<file path="config.mk">
export PLATFORM = sky130hd
export DESIGN_NAME = json_string_unescape_to_utf8_flat
export DESIGN_NICKNAME = d
export VERILOG_FILES = /design/src/rtl/core/jsu_pkg.sv /design/src/rtl/core/jsu_in_if.sv /design/src/rtl/core/jsu_out_if.sv /design/src/rtl/core/jsu_front.sv /design/src/rtl/core/jsu_queue.sv /design/src/rtl/core/jsu_back.sv /design/src/rtl/core/json_string_unescape_to_utf8.sv /design/src/flat_wrapper.sv
export SDC_FILE = /design/constraint.sdc
export NUM_CORES = 1
export LEC_CHECK = 0
export BUFFER_PORTS_ARGS = -buffer_cell sky130_fd_sc_hd__buf_2
export CAP_MARGIN = 0
export CORE_MARGIN = 2
export CORE_UTILIZATION = 56
export DETAILED_ROUTE_END_ITERATION = 10
export PLACE_DENSITY_LB_ADDON = 0.3
export SYNTH_ARGS = -nofsm -noshare
export SYNTH_HDL_FRONTEND = slang
export SYNTH_SLANG_ARGS = --single-unit
export TNS_END_PERCENT = 5
</file>
<file path="constraint.sdc">
create_clock -name clk -period 5.3 [get_ports clk]
set_input_delay 0 -clock clk [delete_from_list [all_inputs] [get_ports clk]]
set_output_delay 0 -clock clk [all_outputs]
set_load 0.01 [all_outputs]
</file>
<file path="src/rtl/core/jsu_pkg.sv">
// shared types, codes and helper functions for the json string unescaper
`timescale 1ns / 1ps

package jsu_pkg;

    // decoder modes
    typedef enum logic [2:0] {
        MODE_PLAIN    = 3'd0,
        MODE_ESC      = 3'd1,
        MODE_HEX      = 3'd2,
        MODE_HIGH     = 3'd3,
        MODE_HIGH_ESC = 3'd4,
        MODE_LOW_HEX  = 3'd5
    } mode_t;

    // result status codes
    typedef enum logic [2:0] {
        ST_CONT        = 3'd0,
        ST_CLOSED      = 3'd1,
        ST_UNTERM_STR  = 3'd2,
        ST_UNTERM_ESC  = 3'd3,
        ST_BAD_U       = 3'd4,
        ST_UNKNOWN_ESC = 3'd5
    } status_t;

    // what the main part of a command emits
    typedef enum logic [1:0] {
        KIND_NONE = 2'd0,
        KIND_RAW  = 2'd1,
        KIND_CP   = 2'd2
    } kind_t;

    // one decoded item as handed from the front to the back
    typedef struct packed {
        logic          fffd;    // replacement character goes out first
        kind_t         kind;
        logic [20:0]   value;   // raw byte in [7:0] or a code point
        status_t       status;  // closing or error beat goes out last
    } cmd_t;

    typedef struct packed {
        logic [2:0]      len;
        logic [3:0][7:0] bytes;
    } utf8_t;

    localparam logic [7:0] CH_QUOTE = 8'h22;
    localparam logic [7:0] CH_BSL   = 8'h5C;
    localparam logic [7:0] CH_SLASH = 8'h2F;
    localparam logic [7:0] CH_B     = 8'h62;
    localparam logic [7:0] CH_F     = 8'h66;
    localparam logic [7:0] CH_N     = 8'h6E;
    localparam logic [7:0] CH_R     = 8'h72;
    localparam logic [7:0] CH_T     = 8'h74;
    localparam logic [7:0] CH_U     = 8'h75;

    localparam logic [15:0] HIGH_FIRST = 16'hD800;
    localparam logic [15:0] HIGH_LAST  = 16'hDBFF;
    localparam logic [15:0] LOW_FIRST  = 16'hDC00;
    localparam logic [15:0] LOW_LAST   = 16'hDFFF;
    localparam logic [20:0] CP_FFFD    = 21'h00FFFD;
    // 0x10000 expressed in units of the 10-bit low half
    localparam logic [10:0] SUPP_BASE  = 11'h040;

    // utf-8 form of u+fffd
    localparam logic [2:0][7:0] FFFD_UTF8 = {8'hBD, 8'hBF, 8'hEF};

    // hex digit value, bit 4 set when the byte is a hex digit
    function automatic logic [4:0] hex_value(input logic [7:0] c);
        logic [4:0] r;
        r = 5'd0;
        if (c >= 8'h30 && c <= 8'h39) begin
            r = {1'b1, 4'(c - 8'h30)};
        end else if (c >= 8'h61 && c <= 8'h66) begin
            r = {1'b1, 4'(c - 8'h57)};
        end else if (c >= 8'h41 && c <= 8'h46) begin
            r = {1'b1, 4'(c - 8'h37)};
        end
        return r;
    endfunction

    // single-letter escape, bit 8 set when the letter is known
    function automatic logic [8:0] escape_byte(input logic [7:0] c);
        logic [8:0] r;
        r = 9'd0;
        case (c)
            CH_QUOTE: r = {1'b1, CH_QUOTE};
            CH_BSL:   r = {1'b1, CH_BSL};
            CH_SLASH: r = {1'b1, CH_SLASH};
            CH_B:     r = {1'b1, 8'h08};
            CH_F:     r = {1'b1, 8'h0C};
            CH_N:     r = {1'b1, 8'h0A};
            CH_R:     r = {1'b1, 8'h0D};
            CH_T:     r = {1'b1, 8'h09};
            default:  r = 9'd0;
        endcase
        return r;
    endfunction

    function automatic utf8_t utf8_encode(input logic [20:0] cp);
        utf8_t r;
        r.bytes = '0;
        if (cp < 21'h80) begin
            r.len      = 3'd1;
            r.bytes[0] = cp[7:0];
        end else if (cp < 21'h800) begin
            r.len      = 3'd2;
            r.bytes[0] = {3'b110, cp[10:6]};
            r.bytes[1] = {2'b10, cp[5:0]};
        end else if (cp < 21'h10000) begin
            r.len      = 3'd3;
            r.bytes[0] = {4'b1110, cp[15:12]};
            r.bytes[1] = {2'b10, cp[11:6]};
            r.bytes[2] = {2'b10, cp[5:0]};
        end else begin
            r.len      = 3'd4;
            r.bytes[0] = {5'b11110, cp[20:18]};
            r.bytes[1] = {2'b10, cp[17:12]};
            r.bytes[2] = {2'b10, cp[11:6]};
            r.bytes[3] = {2'b10, cp[5:0]};
        end
        return r;
    endfunction

endpackage

</file>
<file path="src/rtl/core/jsu_in_if.sv">
// input channel: one raw string byte per beat
`timescale 1ns / 1ps

interface jsu_in_if;
    logic       valid;
    logic       ready;
    logic [7:0] in_byte;
    logic       end_of_input;

    modport source (output valid, output in_byte, output end_of_input, input ready);
    modport sink   (input valid, input in_byte, input end_of_input, output ready);
endinterface

</file>
<file path="src/rtl/core/jsu_out_if.sv">
// output channel: one decoded byte or status per beat
`timescale 1ns / 1ps

interface jsu_out_if;
    logic       valid;
    logic       ready;
    logic [7:0] out_byte;
    logic       byte_valid;
    logic [2:0] status;
    logic       last;

    modport source (output valid, output out_byte, output byte_valid, output status,
                    output last, input ready);
    modport sink   (input valid, input out_byte, input byte_valid, input status,
                    input last, output ready);
endinterface

</file>
<file path="src/rtl/core/jsu_front.sv">
// front end: escape decoding state machine, one input beat per cycle while the queue is not full
`timescale 1ns / 1ps

module jsu_front (
    input  logic            clk,
    input  logic            rst_n,
    jsu_in_if.sink          text,
    output logic            cmd_push,
    output jsu_pkg::cmd_t   cmd,
    input  logic            cmd_full
);
    import jsu_pkg::*;

    mode_t       mode_reg, mode_next;
    logic [15:0] acc_reg, acc_next;
    logic [1:0]  cnt_reg, cnt_next;
    logic [9:0]  pend_reg, pend_next;

    logic        accept;
    logic [4:0]  hexd;
    logic [8:0]  esc;
    logic [15:0] acc_shift;
    logic        is_high, is_low;

    assign text.ready = !cmd_full;
    assign accept     = text.valid && text.ready;

    assign hexd      = hex_value(text.in_byte);
    assign esc       = escape_byte(text.in_byte);
    assign acc_shift = {acc_reg[11:0], hexd[3:0]};
    assign is_high   = acc_shift >= HIGH_FIRST && acc_shift <= HIGH_LAST;
    assign is_low    = acc_shift >= LOW_FIRST && acc_shift <= LOW_LAST;

    always_ff @(posedge clk or negedge rst_n)
    begin
        if (!rst_n)
        begin
            mode_reg <= MODE_PLAIN;
            acc_reg  <= '0;
            cnt_reg  <= '0;
            pend_reg <= '0;
        end
        else if (accept)
        begin
            mode_reg <= mode_next;
            acc_reg  <= acc_next;
            cnt_reg  <= cnt_next;
            pend_reg <= pend_next;
        end
    end

    always_comb
    begin
        mode_next  = mode_reg;
        acc_next   = acc_reg;
        cnt_next   = cnt_reg;
        pend_next  = pend_reg;
        cmd.fffd   = 1'b0;
        cmd.kind   = KIND_NONE;
        cmd.value  = '0;
        cmd.status = ST_CONT;

        if (text.end_of_input)
        begin
            cmd.fffd = mode_reg == MODE_HIGH || mode_reg == MODE_HIGH_ESC
                       || mode_reg == MODE_LOW_HEX;
            unique case (mode_reg) inside
                MODE_PLAIN, MODE_HIGH:   cmd.status = ST_UNTERM_STR;
                MODE_ESC, MODE_HIGH_ESC: cmd.status = ST_UNTERM_ESC;
                default:                 cmd.status = ST_BAD_U;
            endcase
            mode_next = MODE_PLAIN;
            acc_next  = '0;
            cnt_next  = '0;
            pend_next = '0;
        end
        else
        begin
            unique case (mode_reg) inside
                MODE_ESC, MODE_HIGH_ESC:
                begin
                    if (text.in_byte == CH_U)
                    begin
                        mode_next = (mode_reg == MODE_ESC) ? MODE_HEX : MODE_LOW_HEX;
                        acc_next  = '0;
                        cnt_next  = '0;
                    end
                    else
                    begin
                        // a pending high surrogate is dropped before the letter
                        cmd.fffd  = mode_reg == MODE_HIGH_ESC;
                        pend_next = '0;
                        if (esc[8])
                        begin
                            cmd.kind  = KIND_RAW;
                            cmd.value = {13'd0, esc[7:0]};
                            mode_next = MODE_PLAIN;
                        end
                        else
                        begin
                            cmd.status = ST_UNKNOWN_ESC;
                            mode_next  = MODE_PLAIN;
                            acc_next   = '0;
                            cnt_next   = '0;
                        end
                    end
                end
                MODE_HEX, MODE_LOW_HEX:
                begin
                    if (!hexd[4])
                    begin
                        cmd.fffd   = mode_reg == MODE_LOW_HEX;
                        cmd.status = ST_BAD_U;
                        mode_next  = MODE_PLAIN;
                        acc_next   = '0;
                        cnt_next   = '0;
                        pend_next  = '0;
                    end
                    else if (cnt_reg != 2'd3)
                    begin
                        acc_next = acc_shift;
                        cnt_next = cnt_reg + 2'd1;
                    end
                    else if (mode_reg == MODE_LOW_HEX && is_low)
                    begin
                        // surrogate pair joined into one supplementary code point
                        cmd.kind  = KIND_CP;
                        cmd.value = {{1'b0, pend_reg} + SUPP_BASE, acc_shift[9:0]};
                        mode_next = MODE_PLAIN;
                        acc_next  = '0;
                        cnt_next  = '0;
                        pend_next = '0;
                    end
                    else
                    begin
                        // fresh value, after dropping any unpaired high surrogate
                        cmd.fffd = mode_reg == MODE_LOW_HEX;
                        acc_next = '0;
                        cnt_next = '0;
                        if (is_high)
                        begin
                            pend_next = acc_shift[9:0];
                            mode_next = MODE_HIGH;
                        end
                        else
                        begin
                            pend_next = '0;
                            cmd.kind  = KIND_CP;
                            cmd.value = is_low ? CP_FFFD : {5'd0, acc_shift};
                            mode_next = MODE_PLAIN;
                        end
                    end
                end
                default:
                begin
                    // plain text, or a high surrogate waiting for its pair
                    if (text.in_byte == CH_BSL)
                    begin
                        mode_next = (mode_reg == MODE_HIGH) ? MODE_HIGH_ESC : MODE_ESC;
                    end
                    else
                    begin
                        cmd.fffd  = mode_reg == MODE_HIGH;
                        pend_next = '0;
                        mode_next = MODE_PLAIN;
                        if (text.in_byte == CH_QUOTE)
                        begin
                            cmd.status = ST_CLOSED;
                            acc_next   = '0;
                            cnt_next   = '0;
                        end
                        else
                        begin
                            cmd.kind  = KIND_RAW;
                            cmd.value = {13'd0, text.in_byte};
                        end
                    end
                end
            endcase
        end
    end

    assign cmd_push = accept && (cmd.fffd || cmd.kind != KIND_NONE || cmd.status != ST_CONT);

endmodule

</file>
<file path="src/rtl/core/jsu_queue.sv">
// command queue between the decoder and the byte serialiser
`timescale 1ns / 1ps

module jsu_queue #(
    parameter int DEPTH = 4
) (
    input  logic            clk,
    input  logic            rst_n,
    input  logic            push,
    input  jsu_pkg::cmd_t   push_cmd,
    output logic            full,
    output logic            head_valid,
    output jsu_pkg::cmd_t   head,
    input  logic            pop
);
    import jsu_pkg::*;

    localparam int PW = (DEPTH > 1) ? $clog2(DEPTH) : 1;
    localparam int CW = $clog2(DEPTH + 1);
    localparam logic [PW-1:0] LAST_PTR = PW'(DEPTH - 1);

    cmd_t          mem_reg [DEPTH];
    logic [PW-1:0] wr_reg, wr_next;
    logic [PW-1:0] rd_reg, rd_next;
    logic [CW-1:0] count_reg, count_next;
    logic          do_push, do_pop;

    assign full       = count_reg == CW'(DEPTH);
    assign head_valid = count_reg != '0;
    assign head       = mem_reg[rd_reg];
    assign do_push    = push && !full;
    assign do_pop     = pop && head_valid;

    always_comb
    begin
        wr_next    = do_push ? ((wr_reg == LAST_PTR) ? '0 : wr_reg + PW'(1)) : wr_reg;
        rd_next    = do_pop ? ((rd_reg == LAST_PTR) ? '0 : rd_reg + PW'(1)) : rd_reg;
        count_next = count_reg;
        if (do_push && !do_pop)
        begin
            count_next = count_reg + CW'(1);
        end
        else if (do_pop && !do_push)
        begin
            count_next = count_reg - CW'(1);
        end
    end

    always_ff @(posedge clk or negedge rst_n)
    begin
        if (!rst_n)
        begin
            wr_reg    <= '0;
            rd_reg    <= '0;
            count_reg <= '0;
        end
        else
        begin
            wr_reg    <= wr_next;
            rd_reg    <= rd_next;
            count_reg <= count_next;
        end
    end

    always_ff @(posedge clk)
    begin
        if (do_push)
        begin
            mem_reg[wr_reg] <= push_cmd;
        end
    end

endmodule

</file>
<file path="src/rtl/core/jsu_back.sv">
// back end: expands a command into result beats, one per cycle while the output is taken
`timescale 1ns / 1ps

module jsu_back (
    input  logic            clk,
    input  logic            rst_n,
    input  logic            head_valid,
    input  jsu_pkg::cmd_t   head,
    output logic            pop,
    jsu_out_if.source       result
);
    import jsu_pkg::*;

    logic [2:0] idx_reg, idx_next;
    logic       valid_reg;
    logic [7:0] byte_reg;
    logic       bvalid_reg;
    logic [2:0] status_reg;
    logic       last_reg;

    utf8_t      enc;
    logic [2:0] main_len;
    logic [2:0] fffd_len;
    logic [3:0] total;
    logic [2:0] j;
    logic [7:0] beat_byte;
    logic       beat_bvalid;
    logic [2:0] beat_status;
    logic       beat_last;
    logic       load;

    assign enc      = utf8_encode(head.value);
    assign fffd_len = head.fffd ? 3'd3 : 3'd0;
    assign total    = {1'b0, fffd_len} + {1'b0, main_len} + {3'd0, head.status != ST_CONT};
    assign j        = idx_reg - fffd_len;

    always_comb
    begin
        case (head.kind)
            KIND_RAW: main_len = 3'd1;
            KIND_CP:  main_len = enc.len;
            default:  main_len = 3'd0;
        endcase

        beat_byte   = '0;
        beat_bvalid = 1'b0;
        beat_status = ST_CONT;
        if (head.fffd && idx_reg < 3'd3)
        begin
            beat_byte   = FFFD_UTF8[idx_reg[1:0]];
            beat_bvalid = 1'b1;
        end
        else if (j < main_len)
        begin
            beat_byte   = (head.kind == KIND_RAW) ? head.value[7:0] : enc.bytes[j[1:0]];
            beat_bvalid = 1'b1;
        end
        else
        begin
            beat_status = head.status;
        end
    end

    assign beat_last = {1'b0, idx_reg} == total - 4'd1;
    assign load      = head_valid && (!valid_reg || result.ready);
    assign pop       = load && beat_last;
    assign idx_next  = pop ? '0 : (load ? idx_reg + 3'd1 : idx_reg);

    always_ff @(posedge clk or negedge rst_n)
    begin
        if (!rst_n)
        begin
            idx_reg   <= '0;
            valid_reg <= 1'b0;
        end
        else
        begin
            idx_reg <= idx_next;
            if (load)
            begin
                valid_reg <= 1'b1;
            end
            else if (result.ready)
            begin
                valid_reg <= 1'b0;
            end
        end
    end

    always_ff @(posedge clk)
    begin
        if (load)
        begin
            byte_reg   <= beat_byte;
            bvalid_reg <= beat_bvalid;
            status_reg <= beat_status;
            last_reg   <= beat_last;
        end
    end

    assign result.valid      = valid_reg;
    assign result.out_byte   = byte_reg;
    assign result.byte_valid = bvalid_reg;
    assign result.status     = status_reg;
    assign result.last       = last_reg;

endmodule

</file>
<file path="src/rtl/core/json_string_unescape_to_utf8.sv">
// top level of the json string unescaper with utf-8 output
`timescale 1ns / 1ps

// Takes the body of a JSON string one byte per beat, starting after the opening
// quote, and gives the unescaped text as UTF-8 bytes, one byte or one status per
// result beat; last marks the final beat caused by an input beat. Plain bytes pass
// through, the short escapes give the byte they name, \uXXXX becomes UTF-8,
// a surrogate pair is joined into one code point and any unpaired surrogate turns
// into U+FFFD. A closing quote gives status 1; end_of_input or a malformed escape
// gives an error status; either way the block is then ready for a new string.
// An input beat that only advances an escape gives no result beat at all.
// Rate: the decoder takes one input beat every cycle while the command queue
// (QUEUE_DEPTH entries) has room. The serialiser gives one result beat per cycle
// while the output is taken, and an item that expands to more than one result beat
// (up to six: a dropped surrogate plus a three-byte character) holds the back
// end until its last beat is loaded; the input stalls only once the queue has filled up.

module json_string_unescape_to_utf8 #(
    parameter int QUEUE_DEPTH = 4
) (
    input  logic      clk,
    input  logic      rst_n,
    jsu_in_if.sink    text,
    jsu_out_if.source result
);
    import jsu_pkg::*;

    // decoder to queue
    logic cmd_push;
    cmd_t cmd;
    logic cmd_full;

    // queue to serialiser
    logic head_valid;
    cmd_t head;
    logic head_pop;

    // escape decoding, one beat per cycle while the queue has room
    jsu_front u_front (
        .clk      (clk),
        .rst_n    (rst_n),
        .text     (text),
        .cmd_push (cmd_push),
        .cmd      (cmd),
        .cmd_full (cmd_full)
    );

    // decouples the decoder from multi-byte output sequences
    jsu_queue #(
        .DEPTH (QUEUE_DEPTH)
    ) u_queue (
        .clk        (clk),
        .rst_n      (rst_n),
        .push       (cmd_push),
        .push_cmd   (cmd),
        .full       (cmd_full),
        .head_valid (head_valid),
        .head       (head),
        .pop        (head_pop)
    );

    // utf-8 expansion and registered output
    jsu_back u_back (
        .clk        (clk),
        .rst_n      (rst_n),
        .head_valid (head_valid),
        .head       (head),
        .pop        (head_pop),
        .result     (result)
    );

endmodule
</file>
<file path="src/flat_wrapper.sv">
// flat-port wrapper written by rule: the top's interface ports become plain ports
module json_string_unescape_to_utf8_flat import jsu_pkg::*;
#(
    parameter int QUEUE_DEPTH = 4
)
  (clk, rst_n, text_valid, text_in_byte, text_end_of_input, text_ready, result_valid, result_out_byte, result_byte_valid, result_status, result_last, result_ready);
  jsu_in_if text_i ();
  jsu_out_if result_i ();
  input  logic clk;
  input  logic rst_n;
  input wire logic [$bits(text_i.valid)-1:0] text_valid;
  input wire logic [$bits(text_i.in_byte)-1:0] text_in_byte;
  input wire logic [$bits(text_i.end_of_input)-1:0] text_end_of_input;
  output wire logic [$bits(text_i.ready)-1:0] text_ready;
  output wire logic [$bits(result_i.valid)-1:0] result_valid;
  output wire logic [$bits(result_i.out_byte)-1:0] result_out_byte;
  output wire logic [$bits(result_i.byte_valid)-1:0] result_byte_valid;
  output wire logic [$bits(result_i.status)-1:0] result_status;
  output wire logic [$bits(result_i.last)-1:0] result_last;
  input wire logic [$bits(result_i.ready)-1:0] result_ready;
  assign text_i.valid = text_valid;
  assign text_i.in_byte = text_in_byte;
  assign text_i.end_of_input = text_end_of_input;
  assign text_ready = text_i.ready;
  assign result_valid = result_i.valid;
  assign result_out_byte = result_i.out_byte;
  assign result_byte_valid = result_i.byte_valid;
  assign result_status = result_i.status;
  assign result_last = result_i.last;
  assign result_i.ready = result_ready;
  json_string_unescape_to_utf8 #(.QUEUE_DEPTH(QUEUE_DEPTH)) u_core (.clk(clk), .rst_n(rst_n), .text(text_i), .result(result_i));
endmodule
</file>
# After elaboration in Yosys (flattened, before gate mapping)
# Memories as Yosys holds them, arrays and structs flattened.
# Cells that the tools add are included.
# totals
ff_bits,51
ram_bits,108
in_bits,13
wordCells,196
mem_count,1
# classes
n_addsub,14
order_cmp,17
eq_ne,25
mux,86
reduce_logical,40
# mem_list
name,words,width,read_ports,rd_ports_with_merged_regs,write_ports,line_no,text
u_core.u_queue.mem_reg,4,27,1,0,1,jsu_queue.sv:22,cmd_t mem_reg [DEPTH];
# ops
operator,n
$mux 23,4
$mux 12,7
$pmux 9 s8,1
$mux 10,7
$mux 22,3
$eq 8x7->1 const B,7
$mux 8,7
$mux 27,2
$pmux 27 s2,1
$mux 3,17
$mux 16,3
$mux 24,2
$bmux 8 s2,2
$ge 16x16->1 const B,2
$le 16x16->1 const B,2
$mux 2,12
$pmux 12 s2,1
$lt 21x12->1 const B,1
$lt 21x17->1 const B,1
$lt 21x8->1 const B,1
$pmux 10 s2,1
$pmux 3 s2,3
$eq 8x6->1 const B,2
$ge 8x7->1 const B,2
38 further kinds,91

# Logic depth before layout (Yosys ltp)
# logic_depth
word_depth,23
depth_mapped,23
depth_no_buf,20

# Cells and area by module
# A second synthesis with hierarchy kept.
# unflattened
cells_unflattened,685
area_unflattened_um2,8685.8
# by_module_without_submodules
mod,instances,cells_per_inst,area_per_inst_um2,seq_area_each_um2
jsu_queue,1,178,4355.4,3418.3
jsu_front,1,295,2468.6,675.6
jsu_back,1,212,1861.8,490.5

# Worst setup path after synthesis
# No wires, ideal clock.
# synth_timing
path_kind,reg-to-reg
startpoint,register u_core.u_queue.rd_reg[0]
endpoint,register u_core.u_queue.count_reg[1]
setup_time_ps,125
arrival_time_ps,5163
t_required_ps,5175
setup_slack_ps,12
stages_incl_launch_ff,21
n_path_buf,3
synth_period_minus_slack_ps,5288
path_cell_list,dfrtp_1 > buf_6 > buf_2 > buf_1 > mux4_2 > ha_1 > nor2b_1 > nand3_1 > ha_1 > inv_1 > ha_1 > a21o_1 > a21oi_1 > xnor2_1 > nor4_4 > and2_4 > inv_1 > ha_1 > inv_1 > fa_1 > mux2_2
# synth_between
elab_chain_len,15
word_cells_on_any_way,23
# synth_rtl
item,line_no,text
from (decl),jsu_queue.sv:24,"logic [PW-1:0] rd_reg, rd_next;"
from (signal assigned),jsu_queue.sv:60,rd_reg <= rd_next;
$mem_v2 4x27 (*),n/a,
$lt 21x17->1,jsu_pkg.sv:109,end else if (cp < 21'h10000) begin
$mux 3,jsu_pkg.sv:109,
$mux 3,jsu_pkg.sv:105,end else if (cp < 21'h800) begin
$mux 3,jsu_pkg.sv:102,if (cp < 21'h80) begin
$pmux 3 s2,jsu_back.sv:39,case (head.kind)
$add 2x3->4,jsu_back.sv:34,"assign total = {1'b0, fffd_len} + {1'b0, main_len} + {3'd0, head.status != ST_CONT};"
$add 4x1->4 (*),jsu_back.sv:34,
$sub 4x1->4 (*),jsu_back.sv:64,"assign beat_last = {1'b0, idx_reg} == total - 4'd1;"
$eq 3x4->1 (*),jsu_back.sv:64,
net u_core.u_back.beat_last,jsu_back.sv:29,logic beat_last;
$logic_and 1x1->1 (*),jsu_back.sv:66,assign pop = load && beat_last;
$logic_and 1x1->1 (*),jsu_queue.sv:32,assign do_pop = pop && head_valid;
$logic_not 1->1 (*),jsu_queue.sv:39,if (do_push && !do_pop)
$logic_and 1x1->1 (*),jsu_queue.sv:39,
$mux 3 (*),jsu_queue.sv:39,
net u_core.u_queue.count_next[1],jsu_queue.sv:25,"logic [CW-1:0] count_reg, count_next;"
to (signal assigned),jsu_queue.sv:61,count_reg <= count_next;
to (decl),jsu_queue.sv:25,
# Mark *: on every way through the listed nets, which the timed path passes. The rest lies on a longest branch.
# A chain may end at the register's enable or synchronous reset.

# Final worst setup path
# layout_timing
startpoint,register u_core.u_queue.rd_reg[0]
endpoint,register u_core.u_queue.count_reg[2]
# layout_between
elab_chain_len,15
word_cells_on_any_way,23
# layout_rtl
item,line_no
$mem_v2 4x27 (*),n/a
$lt 21x17->1,jsu_pkg.sv:109
$mux 3,jsu_pkg.sv:109
$mux 3,jsu_pkg.sv:105
$mux 3,jsu_pkg.sv:102
$pmux 3 s2,jsu_back.sv:39
$add 2x3->4,jsu_back.sv:34
$add 4x1->4 (*),jsu_back.sv:34
$sub 4x1->4 (*),jsu_back.sv:64
$eq 3x4->1 (*),jsu_back.sv:64
net u_core.u_back.beat_last,jsu_back.sv:29
$logic_and 1x1->1 (*),jsu_back.sv:66
$logic_and 1x1->1 (*),jsu_queue.sv:32
$logic_not 1->1,jsu_queue.sv:39
$logic_and 1x1->1,jsu_queue.sv:39
$mux 3 / $reduce_bool 2->1 (equally long branches),n/a
# Marked as above.

==> results by group <==
Floorplan
  • Die area: 16000 sq um
  • Chip height: 126 microns
  • Core area: 14600 sq um
  • Die X: 126 microns
  • Initial Util: 57.5%
  • Row cnt: 44
  • I/O pin count: 28

Status
  • Status: completed

Setup path
  • Required time of the critical path: 5.64 ns
  • Worst r2r path cells: 20
  • Worst r2r src: u_core.u_queue.rd_reg[0]
  • Slowest library cell on the worst path: dfrtp_4
  • CP Class: register to register
  • CP arrival: between 5 and 6 ns
  • Cell Chain, Critical Path: buf_4 > mux4_2 > inv_1 > ha_1 > clkinv_1 > a21o_1 > ha_1 > inv_1 > ha_1 > fa_1 > xor2_1 > nor4_4 > and2_4 > inv_1 > ha_1 > inv_1 > fa_1 > xor2_1 > nor2_1 > xor2_1
  • CP startpoint: u_core.u_queue.rd_reg[0]
  • Worst Path Max Fanout: 13
  • Crit end category: register
  • CP max stage delay: 0.55 ns
  • Worst Setup Start Kind: register

Timing
  • Worst-margin pin slew: 0.946 ns
  • Relative slew slack: between 30% and 40%
  • Clk_skew: 0.0108 ns
  • Endpoints failing setup: 0
  • Final Hold Viols: 0
  • Post-route setup TNS: 0 ns
  • Period utilisation layout: a little over nine tenths
  • Maximum clock rate: 0.198 GHz
  • RSZ-0062 raised after global routing: no
  • Slew Limit Fails: 0
  • Min Tclk post-route: 5.05 ns
  • Final setup margin: 0.249 ns

Final layout
  • Layout fillers: 1085
  • Nets: 771
  • Antenna diode count: 0
  • Layout cells sized above 1: 16.6%
  • Commonest non-fill, non-tap cell in the layout: edfxtp_1
  • Syn-to-layout area delta: 12.2%
  • Sequential Area: ~4600 sq um
  • Multi-input logic area: ~3500 sq um
  • Most frequent cells in the layout: edfxtp_1, nand2_1, nor2_1
  • Max FFs per register: 108

Power and ir drop
  • NetSw: 1.87 mW
  • Clock power frac: 24.8%
  • Comb power frac: 41.5%
  • LEAKAGE: 3.53 nW
  • Switching part of the total: 35.3%
  • VDD IR max: approximately 0.29 mV
  • Sequential power share: 33.7%
  • Power Dens Cells: between 500 and 600 nW/um^2
  • Internal: 3.43 mW

Synthesis
  • Sequential area share after synthesis: between 50% and 60%
  • Top_reg_cell synth: edfxtp_1
  • Cell taking the most area after synthesis: edfxtp_1
  • Share of the synthesized area in the top cell type: 43.3%
  • Synth top area cells: edfxtp_1, dfrtp_1, mux4_2
  • Avg Cell Area, Syn: ~12 sq um
  • Mapped Cells: 699
  • Syn nets: 740
  • Post-synth ARST share: 23.9%
  • Post-synth EDFFs: 121
  • #FFs+latches synth: about 160
  • Synthesized area: 8380 sq um
  • Yosys warns: 0
  • Synth cell types: 77

Routing
  • Post-DR wirelength/cell: 19.9 microns
  • DR vias/cell: 6.33
  • Final wirelength: roughly 18 mm
  • First-pass iteration count of the detailed router: 5
  • DRT iter0 DRCs: 547
  • DR vias: slightly below 6k
  • ANT nets after route: 0
  • DRC Markers: 0

GRT
  • Total gr overflow: 0
  • All-Layer GR Usage: about a quarter
  • Initial antenna violation count: 0
  • Largest net degree at the start of global routing: 39
  • Number of global-route vias before repair: 5633
  • First-pass GRT wire length: between 20 and 30 mm

Min path
  • Hold Crit Class: input pin to register
  • Hold Crit Start: text_valid
  • Hold path cells: 4

Clocking
  • Clock transition at path regs: roughly 0.060 ns
  • H-tree Lvls: 4
  • CTS sink count: 159
  • Skew-Pair Late Insertion Delay: roughly 0.42 ns
  • Total CTS buffers: 17
  • CTS tree: done
  • Root buffer cell: clkbuf_16
  • CTS Buffer Depth: 2

Placement
  • Final HPWL DP: approximately 13 mm
  • RD Place Congestion: 0.928
  • I/O Buffers: 27
  • Pre-CTS WS: 0.189 ns

Flow run
  • Maxcap violations: 0
-- logic make-up (layout without fill, tap and decap cells) --
logic type | count (synthesis) | in the layout | synth area share, %
adders and majority gates | 28 | 28 | 4.45
muxes | 37 | 37 | 8.55
buffers and inverters | 73 | 117 | 3.61
AOI/OAI and AO/OA | 172 | 172 | 14.0
DFF | 159 | 159 | 54.7
xor gates and xnor gates | 15 | 15 | 1.57
and+or+nand+nor | 215 | 215 | 13.2
-- critical path, delay by kind of cell (launching register included) --
kind | cells | cell delay (ns)
AOI/OAI and AO/OA | 1 | 0.20
DFF | 1 | 0.55
adders and majority gates | 6 | 2.04
and+or+nand+nor | 3 | 0.36
xor gates and xnor gates | 3 | 0.58
buffers and inverters | 6 | 0.71
muxes | 1 | 0.54
-- per-stage QoR --
step	instances	hold slack, ns	instance area (sq um)	power (mW)	utilization, %
CTS	923	0.0218	9370	5.27	64.2
finish	927	0.0543	9400	5.30	64.5
global route	927	0.0494	9400	5.59	64.5
floorplan	699	-0.296	8380	3.41	-
detailed placement	889	0.190	8710	3.94	59.7
global placement	889	0.169	8710	3.88	59.7
-- synth_stat cells, types with 5 or more instances --
cell type / n
mux4_2: 27
dfrtp_1: 38
clkbuf_1: 27
and2_1: 13
xnor2_1: 9
nand2b_1: 8
a221oi_1: 8
a22o_1: 14
o22ai_1: 5
inv_1: 32
o21ai_0: 40
nand3_1: 19
nor2_1: 47
mux2_2: 5
nor3_1: 11
ha_1: 25
nand2_1: 74
a22oi_1: 6
xor2_1: 6
a21oi_1: 30
a31oi_1: 13
o31ai_1: 11
and3_1: 5
edfxtp_1: 121
buf_1: 5
-- area by class of cell --
| type | count | share of cell area (%) |
|---|---|---|
| Multi-Input combinational cell | 467 | 37.2 |
| Tap cell | 184 | 2.45 |
| Timing Repair Buffer | 50 | 3.33 |
| Inverter | 35 | 1.40 |
| Clock inverter | 10 | 2.01 |
| Clock buffer | 22 | 4.83 |
| Sequential cell | 159 | 48.8 |
-- final timing paths --
kind	endpoint	slack [ns]
setup / recovery	u_core.u_queue.count_reg[2]	0.25
hold / removal	u_core.u_front.cnt_reg[1]	0.05
setup reg to reg	u_core.u_queue.count_reg[2]	0.25
hold reg to reg	u_core.u_back.result.valid	0.50
max in group asynchronous	u_core.u_queue.rd_reg[0]	4.33
min in group asynchronous	u_core.u_back.result.valid	0.28
-- power by group through the flow --
stage | sequential, mW | combinational [mW] | clock, mW
CTS | 1.79 | 2.15 | 1.33
global route | 1.81 | 2.40 | 1.38
finish | 1.79 | 2.20 | 1.31
global placement | 1.80 | 2.08 | 0
floorplan | 1.78 | 1.63 | 0
detailed placement | 1.82 | 2.12 | 0
-- repair_timing --
action,in CTS,in global routing
hold buffers,2,0
gates resized for setup,0,2
setup endpoints to repair,0,2
hold endpoints to repair,39,0
setup buffers,0,4
-- routing by layer --
metal,global-route usage [%],wire (microns),vias to the layer above
met1,31.7,7790,2873
li1,-,-,2725
met5,0,0,-
met2,40.1,9280,226
met3,5.02,989,43
met4,7.43,386,0
Note: power is estimated with default switching activity, not from simulation.
